--- src/rtl/acpu_pkg.sv ---
// Package for the accumulator CPU step block: item kinds, opcodes, status codes,
// sequencer states and the instruction decode and ALU functions.
// No dependencies.
`default_nettype none

package acpu_pkg;

    localparam int MEM_DEPTH_DEF = 256;

    // Request kinds
    localparam logic [1:0] KIND_LOAD  = 2'd0;
    localparam logic [1:0] KIND_START = 2'd1;
    localparam logic [1:0] KIND_EXEC  = 2'd2;

    // Status codes
    localparam logic [1:0] STAT_RUN   = 2'd0;
    localparam logic [1:0] STAT_HALT  = 2'd1;
    localparam logic [1:0] STAT_FAULT = 2'd2;

    // Opcodes
    localparam logic [7:0] OPC_LOAD_IMM  = 8'h00;
    localparam logic [7:0] OPC_LOAD_DIR  = 8'h40;
    localparam logic [7:0] OPC_LOAD_IND  = 8'hC0;
    localparam logic [7:0] OPC_ADD_IMM   = 8'h20;
    localparam logic [7:0] OPC_ADD_DIR   = 8'h60;
    localparam logic [7:0] OPC_ADD_IND   = 8'hE0;
    localparam logic [7:0] OPC_SUB_IMM   = 8'h21;
    localparam logic [7:0] OPC_SUB_DIR   = 8'h61;
    localparam logic [7:0] OPC_SUB_IND   = 8'hE1;
    localparam logic [7:0] OPC_NAND_IMM  = 8'h22;
    localparam logic [7:0] OPC_NAND_DIR  = 8'h62;
    localparam logic [7:0] OPC_NAND_IND  = 8'hE2;
    localparam logic [7:0] OPC_STORE_DIR = 8'h48;
    localparam logic [7:0] OPC_STORE_IND = 8'hC8;
    localparam logic [7:0] OPC_IN_DIR    = 8'h49;
    localparam logic [7:0] OPC_IN_IND    = 8'hC9;
    localparam logic [7:0] OPC_OUT_DIR   = 8'h41;
    localparam logic [7:0] OPC_OUT_IND   = 8'hC1;
    localparam logic [7:0] OPC_JUMP      = 8'h10;
    localparam logic [7:0] OPC_BRN       = 8'h11;
    localparam logic [7:0] OPC_BRZ       = 8'h12;

    typedef enum logic [3:0] {
        OC_LOAD,
        OC_ADD,
        OC_SUB,
        OC_NAND,
        OC_STORE,
        OC_IN,
        OC_OUT,
        OC_JUMP,
        OC_BRN,
        OC_BRZ,
        OC_ILL
    } opclass_t;

    typedef enum logic [1:0] {
        MODE_IMM,
        MODE_DIR,
        MODE_IND
    } mode_t;

    typedef enum logic [2:0] {
        S_IDLE,
        S_CODE,
        S_OPND,
        S_RD1,
        S_RD2,
        S_DONE
    } state_t;

    function automatic opclass_t decode_op(input logic [7:0] code);
        opclass_t c;
        case (code)
            OPC_LOAD_IMM, OPC_LOAD_DIR, OPC_LOAD_IND: c = OC_LOAD;
            OPC_ADD_IMM, OPC_ADD_DIR, OPC_ADD_IND:    c = OC_ADD;
            OPC_SUB_IMM, OPC_SUB_DIR, OPC_SUB_IND:    c = OC_SUB;
            OPC_NAND_IMM, OPC_NAND_DIR, OPC_NAND_IND: c = OC_NAND;
            OPC_STORE_DIR, OPC_STORE_IND:             c = OC_STORE;
            OPC_IN_DIR, OPC_IN_IND:                   c = OC_IN;
            OPC_OUT_DIR, OPC_OUT_IND:                 c = OC_OUT;
            OPC_JUMP:                                 c = OC_JUMP;
            OPC_BRN:                                  c = OC_BRN;
            OPC_BRZ:                                  c = OC_BRZ;
            default:                                  c = OC_ILL;
        endcase
        return c;
    endfunction

    function automatic mode_t decode_mode(input logic [7:0] code);
        mode_t m;
        if (code[7])
        begin
            m = MODE_IND;
        end
        else if (code[6])
        begin
            m = MODE_DIR;
        end
        else
        begin
            m = MODE_IMM;
        end
        return m;
    endfunction

    function automatic logic [7:0] alu(input opclass_t c, input logic [7:0] a,
                                       input logic [7:0] v);
        logic [7:0] r;
        case (c)
            OC_LOAD: r = v;
            OC_ADD:  r = a + v;
            OC_SUB:  r = a - v;
            OC_NAND: r = ~(a & v);
            default: r = a;
        endcase
        return r;
    endfunction

endpackage

`default_nettype wire

--- src/rtl/acpu_if.sv ---
// Request and response channel interfaces for the accumulator CPU step block.
// Valid/ready handshake with the payload fields; no package dependency.
`default_nettype none

interface acpu_req_if;
    logic       valid;
    logic       ready;
    logic [1:0] kind;
    logic [7:0] address;
    logic [7:0] data;

    modport source (output valid, output kind, output address, output data, input ready);
    modport sink (input valid, input kind, input address, input data, output ready);
endinterface

interface acpu_rsp_if;
    logic       valid;
    logic       ready;
    logic [7:0] pc_value;
    logic [7:0] acc_value;
    logic       out_valid;
    logic [7:0] out_byte;
    logic [1:0] status;

    modport source (output valid, output pc_value, output acc_value, output out_valid,
                    output out_byte, output status, input ready);
    modport sink (input valid, input pc_value, input acc_value, input out_valid,
                  input out_byte, input status, output ready);
endinterface

`default_nettype wire

--- src/rtl/acpu_mem.sv ---
// Single-port main memory with registered read data.
// The 8-bit address is reduced modulo MEM_DEPTH. Depends on acpu_pkg.
`default_nettype none

module acpu_mem
    import acpu_pkg::*;
#(
    parameter int MEM_DEPTH = MEM_DEPTH_DEF
)
(
    input  wire logic       clk,
    input  wire logic       en,
    input  wire logic       we,
    input  wire logic [7:0] addr,
    input  wire logic [7:0] wdata,
    output logic [7:0]      rdata
);

    localparam int AW    = $clog2(MEM_DEPTH);
    localparam int RECIP = (65536 + MEM_DEPTH - 1) / MEM_DEPTH;

    logic [7:0]  mem_array [MEM_DEPTH];
    logic [7:0]  rdata_reg;
    logic [20:0] quot_prod;
    logic [4:0]  quot;
    logic [8:0]  rem;
    logic [AW-1:0] idx;

    // addr / MEM_DEPTH by reciprocal multiply; exact for 8-bit addresses when MEM_DEPTH >= 8
    assign quot_prod = 21'(addr) * 21'(RECIP);
    assign quot      = quot_prod[20:16];
    assign rem       = {1'b0, addr} - 9'(quot * MEM_DEPTH);
    assign idx       = rem[AW-1:0];

    always_ff @(posedge clk)
    begin
        if (en)
        begin
            if (we)
            begin
                mem_array[idx] <= wdata;
            end
            else
            begin
                rdata_reg <= mem_array[idx];
            end
        end
    end

    assign rdata = rdata_reg;

endmodule

`default_nettype wire

--- src/rtl/accumulator_cpu_step.sv ---
// Top level of the accumulator CPU step block: request sequencer, PC,
// accumulator, fault flag and response register. Uses acpu_pkg, acpu_if, acpu_mem.
//
//  channel | dir | fields
//  --------+-----+---------------------------------------------------
//  req     | in  | kind, address, data
//  rsp     | out | pc_value, acc_value, out_valid, out_byte, status
//
// A load, start or unused-kind request, or an execute request while faulted, goes
// straight to the done state; an execute request reads the opcode and operand, then
// a pointer and a value, one value, a pointer then a write, one write or nothing,
// all serialized on the single port of the main memory. One request in flight.
// Reset clears PC, accumulator and fault flag; memory contents are undefined.
// The response register holds a result while the next request is taken; a
// finished request waits in its last state while rsp is stalled.
`default_nettype none

module accumulator_cpu_step
    import acpu_pkg::*;
#(
    parameter int MEM_DEPTH = MEM_DEPTH_DEF
)
(
    input  wire logic  clk,
    input  wire logic  rst_n,
    acpu_req_if.sink   req,
    acpu_rsp_if.source rsp
);

    state_t     state_reg, state_next;
    logic [7:0] pc_reg, pc_next;
    logic [7:0] acc_reg, acc_next;
    logic       fault_reg, fault_next;
    logic [7:0] code_reg, code_next;
    logic [7:0] in_data_reg, in_data_next;
    logic       ov_reg, ov_next;
    logic [7:0] ob_reg, ob_next;
    logic       rsp_valid_reg, rsp_valid_next;
    logic [7:0] rsp_pc_reg, rsp_pc_next;
    logic [7:0] rsp_acc_reg, rsp_acc_next;
    logic       rsp_ov_reg, rsp_ov_next;
    logic [7:0] rsp_ob_reg, rsp_ob_next;
    logic [1:0] rsp_status_reg, rsp_status_next;

    logic       mem_en, mem_we;
    logic [7:0] mem_addr, mem_wdata, mem_rdata;

    logic       req_fire;
    logic       slot_free;
    opclass_t   op_class;
    mode_t      op_mode;
    logic       is_write;
    logic [7:0] pc_inc, pc_two;
    logic [7:0] wr_byte;

    acpu_mem #(
        .MEM_DEPTH (MEM_DEPTH)
    ) u_mem (
        .clk   (clk),
        .en    (mem_en),
        .we    (mem_we),
        .addr  (mem_addr),
        .wdata (mem_wdata),
        .rdata (mem_rdata)
    );

    assign req.ready = (state_reg == S_IDLE);
    assign req_fire  = req.valid && req.ready;
    assign slot_free = !rsp_valid_reg || rsp.ready;

    assign op_class = decode_op(code_reg);
    assign op_mode  = decode_mode(code_reg);
    assign is_write = (op_class == OC_STORE) || (op_class == OC_IN);
    assign wr_byte  = (op_class == OC_STORE) ? acc_reg : in_data_reg;
    assign pc_inc   = pc_reg + 8'd1;
    assign pc_two   = pc_reg + 8'd2;

    // next state
    always_comb
    begin
        state_next = state_reg;
        case (state_reg)
            S_IDLE:
            begin
                if (req_fire)
                begin
                    if (req.kind == KIND_EXEC && !fault_reg)
                    begin
                        state_next = S_CODE;
                    end
                    else
                    begin
                        state_next = S_DONE;
                    end
                end
            end
            S_CODE: state_next = S_OPND;
            S_OPND:
            begin
                case (op_class)
                    OC_JUMP, OC_BRN, OC_BRZ, OC_ILL: state_next = S_DONE;
                    default:
                    begin
                        if (op_mode == MODE_IMM || (op_mode == MODE_DIR && is_write))
                        begin
                            state_next = S_DONE;
                        end
                        else
                        begin
                            state_next = S_RD1;
                        end
                    end
                endcase
            end
            S_RD1:
            begin
                if (op_mode == MODE_IND && !is_write)
                begin
                    state_next = S_RD2;
                end
                else
                begin
                    state_next = S_DONE;
                end
            end
            S_RD2: state_next = S_DONE;
            S_DONE:
            begin
                if (slot_free)
                begin
                    state_next = S_IDLE;
                end
            end
            default: state_next = S_IDLE;
        endcase
    end

    // datapath, memory port and response register
    always_comb
    begin
        pc_next         = pc_reg;
        acc_next        = acc_reg;
        fault_next      = fault_reg;
        code_next       = code_reg;
        in_data_next    = in_data_reg;
        ov_next         = ov_reg;
        ob_next         = ob_reg;
        rsp_valid_next  = rsp_valid_reg && !rsp.ready;
        rsp_pc_next     = rsp_pc_reg;
        rsp_acc_next    = rsp_acc_reg;
        rsp_ov_next     = rsp_ov_reg;
        rsp_ob_next     = rsp_ob_reg;
        rsp_status_next = rsp_status_reg;
        mem_en          = 1'b0;
        mem_we          = 1'b0;
        mem_addr        = pc_reg;
        mem_wdata       = wr_byte;

        case (state_reg)
            S_IDLE:
            begin
                if (req_fire)
                begin
                    in_data_next = req.data;
                    ov_next      = 1'b0;
                    ob_next      = 8'd0;
                    case (req.kind)
                        KIND_LOAD:
                        begin
                            mem_en    = 1'b1;
                            mem_we    = 1'b1;
                            mem_addr  = req.address;
                            mem_wdata = req.data;
                        end
                        KIND_START:
                        begin
                            pc_next    = req.address;
                            acc_next   = 8'd0;
                            fault_next = 1'b0;
                        end
                        KIND_EXEC:
                        begin
                            if (!fault_reg)
                            begin
                                mem_en   = 1'b1;
                                mem_addr = pc_reg;
                            end
                        end
                        default: ;
                    endcase
                end
            end
            S_CODE:
            begin
                code_next = mem_rdata;
                mem_en    = 1'b1;
                mem_addr  = pc_inc;
            end
            S_OPND:
            begin
                // mem_rdata is the operand byte
                case (op_class)
                    OC_JUMP: pc_next = mem_rdata;
                    OC_BRN:  pc_next = acc_reg[7] ? mem_rdata : pc_two;
                    OC_BRZ:  pc_next = (acc_reg == 8'd0) ? mem_rdata : pc_two;
                    OC_ILL:  fault_next = 1'b1;
                    default:
                    begin
                        if (op_mode == MODE_IMM)
                        begin
                            acc_next = alu(op_class, acc_reg, mem_rdata);
                            pc_next  = pc_two;
                        end
                        else if (op_mode == MODE_DIR && is_write)
                        begin
                            mem_en   = 1'b1;
                            mem_we   = 1'b1;
                            mem_addr = mem_rdata;
                            pc_next  = pc_two;
                        end
                        else
                        begin
                            mem_en   = 1'b1;
                            mem_addr = mem_rdata;
                        end
                    end
                endcase
            end
            S_RD1:
            begin
                if (op_mode == MODE_IND && is_write)
                begin
                    mem_en   = 1'b1;
                    mem_we   = 1'b1;
                    mem_addr = mem_rdata;
                    pc_next  = pc_two;
                end
                else if (op_mode == MODE_IND)
                begin
                    mem_en   = 1'b1;
                    mem_addr = mem_rdata;
                end
                else
                begin
                    if (op_class == OC_OUT)
                    begin
                        ov_next = 1'b1;
                        ob_next = mem_rdata;
                    end
                    else
                    begin
                        acc_next = alu(op_class, acc_reg, mem_rdata);
                    end
                    pc_next = pc_two;
                end
            end
            S_RD2:
            begin
                if (op_class == OC_OUT)
                begin
                    ov_next = 1'b1;
                    ob_next = mem_rdata;
                end
                else
                begin
                    acc_next = alu(op_class, acc_reg, mem_rdata);
                end
                pc_next = pc_two;
            end
            S_DONE:
            begin
                if (slot_free)
                begin
                    rsp_valid_next = 1'b1;
                    rsp_pc_next    = pc_reg;
                    rsp_acc_next   = acc_reg;
                    rsp_ov_next    = ov_reg;
                    rsp_ob_next    = ob_reg;
                    if (fault_reg)
                    begin
                        rsp_status_next = STAT_FAULT;
                    end
                    else if (pc_reg == 8'd0)
                    begin
                        rsp_status_next = STAT_HALT;
                    end
                    else
                    begin
                        rsp_status_next = STAT_RUN;
                    end
                end
            end
            default: ;
        endcase
    end

    always_ff @(posedge clk or negedge rst_n)
    begin
        if (!rst_n)
        begin
            state_reg     <= S_IDLE;
            pc_reg        <= 8'd0;
            acc_reg       <= 8'd0;
            fault_reg     <= 1'b0;
            rsp_valid_reg <= 1'b0;
        end
        else
        begin
            state_reg     <= state_next;
            pc_reg        <= pc_next;
            acc_reg       <= acc_next;
            fault_reg     <= fault_next;
            rsp_valid_reg <= rsp_valid_next;
        end
    end

    always_ff @(posedge clk)
    begin
        code_reg       <= code_next;
        in_data_reg    <= in_data_next;
        ov_reg         <= ov_next;
        ob_reg         <= ob_next;
        rsp_pc_reg     <= rsp_pc_next;
        rsp_acc_reg    <= rsp_acc_next;
        rsp_ov_reg     <= rsp_ov_next;
        rsp_ob_reg     <= rsp_ob_next;
        rsp_status_reg <= rsp_status_next;
    end

    assign rsp.valid     = rsp_valid_reg;
    assign rsp.pc_value  = rsp_pc_reg;
    assign rsp.acc_value = rsp_acc_reg;
    assign rsp.out_valid = rsp_ov_reg;
    assign rsp.out_byte  = rsp_ob_reg;
    assign rsp.status    = rsp_status_reg;

endmodule

`default_nettype wire

--- src/flat_wrapper.sv ---
// flat-port wrapper written by rule: the top's interface ports become plain ports
module accumulator_cpu_step_flat import acpu_pkg::*;
#(
    parameter int MEM_DEPTH = MEM_DEPTH_DEF
)
  (clk, rst_n, req_valid, req_kind, req_address, req_data, req_ready, rsp_valid, rsp_pc_value, rsp_acc_value, rsp_out_valid, rsp_out_byte, rsp_status, rsp_ready);
  acpu_req_if req_i ();
  acpu_rsp_if rsp_i ();
  input  wire logic clk;
  input  wire logic rst_n;
  input wire logic [$bits(req_i.valid)-1:0] req_valid;
  input wire logic [$bits(req_i.kind)-1:0] req_kind;
  input wire logic [$bits(req_i.address)-1:0] req_address;
  input wire logic [$bits(req_i.data)-1:0] req_data;
  output wire logic [$bits(req_i.ready)-1:0] req_ready;
  output wire logic [$bits(rsp_i.valid)-1:0] rsp_valid;
  output wire logic [$bits(rsp_i.pc_value)-1:0] rsp_pc_value;
  output wire logic [$bits(rsp_i.acc_value)-1:0] rsp_acc_value;
  output wire logic [$bits(rsp_i.out_valid)-1:0] rsp_out_valid;
  output wire logic [$bits(rsp_i.out_byte)-1:0] rsp_out_byte;
  output wire logic [$bits(rsp_i.status)-1:0] rsp_status;
  input wire logic [$bits(rsp_i.ready)-1:0] rsp_ready;
  assign req_i.valid = req_valid;
  assign req_i.kind = req_kind;
  assign req_i.address = req_address;
  assign req_i.data = req_data;
  assign req_ready = req_i.ready;
  assign rsp_valid = rsp_i.valid;
  assign rsp_pc_value = rsp_i.pc_value;
  assign rsp_acc_value = rsp_i.acc_value;
  assign rsp_out_valid = rsp_i.out_valid;
  assign rsp_out_byte = rsp_i.out_byte;
  assign rsp_status = rsp_i.status;
  assign rsp_i.ready = rsp_ready;
  accumulator_cpu_step #(.MEM_DEPTH(MEM_DEPTH)) u_core (.clk(clk), .rst_n(rst_n), .req(req_i), .rsp(rsp_i));
endmodule
--- config.mk ---
export PLATFORM = sky130hd
export DESIGN_NAME = accumulator_cpu_step_flat
export DESIGN_NICKNAME = d
export VERILOG_FILES = /design/src/rtl/acpu_pkg.sv /design/src/rtl/acpu_if.sv /design/src/rtl/acpu_mem.sv /design/src/rtl/accumulator_cpu_step.sv /design/src/flat_wrapper.sv
export SDC_FILE = /design/constraint.sdc
export NUM_CORES = 2
export LEC_CHECK = 0
export ABC_AREA = 1
export BUFFER_PORTS_ARGS = -buffer_cell sky130_fd_sc_hd__buf_2
export CAP_MARGIN = 10
export CORE_MARGIN = 1
export CORE_UTILIZATION = 30
export CTS_CLUSTER_SIZE = 28
export DETAILED_ROUTE_END_ITERATION = 12
export PLACE_DENSITY = 0.53
export SLEW_MARGIN = 20
export SYNTH_ARGS = -nofsm -noshare
export SYNTH_HDL_FRONTEND = slang
export SYNTH_SLANG_ARGS = --single-unit
export TNS_END_PERCENT = 30
--- constraint.sdc ---
create_clock -name clk -period 7.4 [get_ports clk]
set_input_delay 1.11 -clock clk [delete_from_list [all_inputs] [get_ports clk]]
set_output_delay 1.11 -clock clk [all_outputs]
set_load 0.03 [all_outputs]
==> impl_metrics.json <==
{
  "status": "completed",
  "htree_levels": 4,
  "io_buffers": 50,
  "multiInputGateArea_um2": 25580,
  "start_util": 0.3024,
  "numPlacedInstances": 12860,
  "async_reset_ff_frac": 0.009864,
  "yosysTopAreaCell": "edfxtp_1",
  "hold_path_class": "in -> async",
  "synthesis.nets": 9116,
  "startpoint_type": "flip-flop",
  "postRouteAntennaNets": 0,
  "seqCellArea_um2": 63830,
  "cts_resized": 0,
  "grt_first_pass_wirelength_um": 398000,
  "crit_fanout": 22,
  "r2r-end": "u_core.u_mem.mem_array[226][1]",
  "synth_seq_area_share": 0.6948,
  "worstMarginPinSlew_ns": 1.081,
  "io_pins": 51,
  "r2r_start": "u_core.state_reg[2]",
  "grt_overflow": 0,
  "die_w_um": 555.4,
  "synth_area_leaders": "edfxtp_1 69%, nand2_1 21%, nand3_1 2.9%",
  "relSlewSlack": 0.2768,
  "post-dp-hpwl_um": 151200,
  "nets": 9035,
  "grt_pass1_vias": 61790,
  "worstSetupEndpointType": "flip-flop",
  "drv_cap": 0,
  "synthCells": 9081,
  "cts_setup_buffers": 0,
  "synth_commonest_cells": "5,069 x nand2_1, 2,108 x edfxtp_1, 530 x nand3_1",
  "die_h_um": 555.4,
  "die_area_um2": 308400,
  "slew_violations": 0,
  "vias": 62970,
  "synth-edff-count": 2108,
  "finalCritPeriodShare": 0.8637,
  "crit_start": "u_core.state_reg[2]",
  "antenna_found_initial": 10,
  "place_congestion": 0.8606,
  "largest_register_ffs": 2048,
  "hold_buffers": 0,
  "ff2ff_path_depth": 13,
  "worstPathArrival_ns": 6.88,
  "synth_top_area_share": 0.6891,
  "final_cells": 13250,
  "avgSynthCellArea_um2": 10.12,
  "clk_latency_ns": 0.90,
  "max_freq_mhz": 156.5,
  "cts_buffers": 218,
  "drcViolationCount": 0,
  "min_period_ns": 6.392,
  "hold_violations": 0,
  "cts_sinks": 2129,
  "rows": 202,
  "drive_gt1_frac": 0.06433,
  "ys_warn_count": 0,
  "fillers": 30630,
  "core-area_um2": 303800,
  "grt_max_degree": 211,
  "routedWlPerCell_um": 20.12,
  "rsz0062_at_grt": "false",
  "cts_tree": "done",
  "firstDrtPassIters": 6,
  "skew_ns": 0.06468,
  "path_clk_slew_ns": 0.06,
  "syn_area_um2": 91860,
  "viasPerCell": 4.751,
  "ys_ff_latch": 2129,
  "syn2layout_area_growth_pct": 12.78,
  "ys.flop_type": "edfxtp_1",
  "tns_ns": 0,
  "groute.usage.overall": 0.1696,
  "final-setup-viol-count": 0,
  "drt_iter0_drc": 5894,
  "crit_type": "reg -> reg",
  "wl_um": 266700,
  "cp-endpoint": "u_core.u_mem.mem_array[226][1]",
  "top_register": "u_core.u_mem.mem_array",
  "ys_types": 54,
  "required_ns": 7.89,
  "root_buffer": "clkbuf_16",
  "rrSetupSlack_ns": 1.01,
  "synth.most_common_cell": "nand2_1",
  "max-clock-path-buffers": 4
}
==> worst min path at each step <==
stage / slack, ns / endpoint / depth (start not counted)
after global placement: 0.43 / u_core.rsp.out_byte[0] / 0
after CTS: 0.18 / u_core.rsp.valid / 1
final: 0.22 / u_core.rsp.valid / 1
after global routing: 0.23 / u_core.rsp.valid / 1
after detailed placement: 0.43 / u_core.rsp.out_byte[0] / 0
after floorplan: 0.42 / u_core.rsp.out_byte[0] / 0
==> metal layers <==
layer | up-vias | wire, µm | track usage
met1 | 30730 | 117000 | 0.2316
li1 | 29820 | - | -
met5 | - | 8 | 0
met4 | 2 | 7018 | 0.04633
met2 | 2024 | 125300 | 0.2813
met3 | 392 | 17300 | 0.02315
==> cells by family after synthesis <==
family / share of synthesized area
AND/OR/NAND/NOR: 0.2562
flip-flops: 0.6948
buffers and inverters: 0.02874
AO/OA/AOI/OAI: 0.01689
XOR/XNOR: 0.001430
adder cells (fa/ha/maj): 0.001852
multiplexers: 0.0001090
==> cell usage in the layout (no fill, tap or decap), types with 5 or more instances in the layout <==
master      instances
a21oi_1            43
buf_12             33
buf_2              50
buf_4             127
bufinv_16          23
clkbuf_1           41
clkbuf_16         218
clkinv_1           50
clkinv_2           46
clkinvlp_4          6
dfrtp_1            21
edfxtp_1         2108
ha_1               12
inv_1              68
inv_2              13
inv_6               7
nand2_1          5050
nand2_2            24
nand2_4             9
nand3_1           530
nor2_1            388
nor2_2              6
nor2_4              5
nor3_1             11
o211ai_1           11
o21ai_0            84
o21ai_1           101
o22ai_1             7
xor2_1             13
==> critical path, cell delays in order, from the launching register on <==
cell       delay [ns]
dfrtp_1          0.53
clkinv_2         0.28
nand2_1          0.08
buf_4            0.19
nor2_2           0.41
nand2_1          0.61
nor2_1           0.24
nor2_1           0.06
a2111oi_0        0.63
o21ai_1          0.14
o21ai_1          0.60
and2_2           0.70
nand2_1          0.52
nor2_1           0.97
==> per-stage QoR <==
stage	util	setup slack, ns	cell area [µm²]	hold slack [ns]
after floorplan	-	1.504	91860	0.4208
after global placement	0.3184	1.010	96720	0.4316
after detailed placement	0.3184	0.8757	96720	0.4328
after CTS	0.3410	1.097	103600	0.1812
after global routing	0.3410	0.7224	103600	0.2273
final	0.3410	1.009	103600	0.2247
==> cell type report <==
type                    instances  share of cell area
multi-input cells            6354              0.2469
clock inverters               132             0.01220
diodes                          2          0.00004831
inverters                      87            0.003346
repair buffers                210             0.01800
well taps                    4080             0.04928
flip-flops and latches       2129              0.6161
clock buffers                 259             0.05414
Power is not shown: default switching activity piles up to over one toggle a cycle in this logic, so the estimate is an artifact.
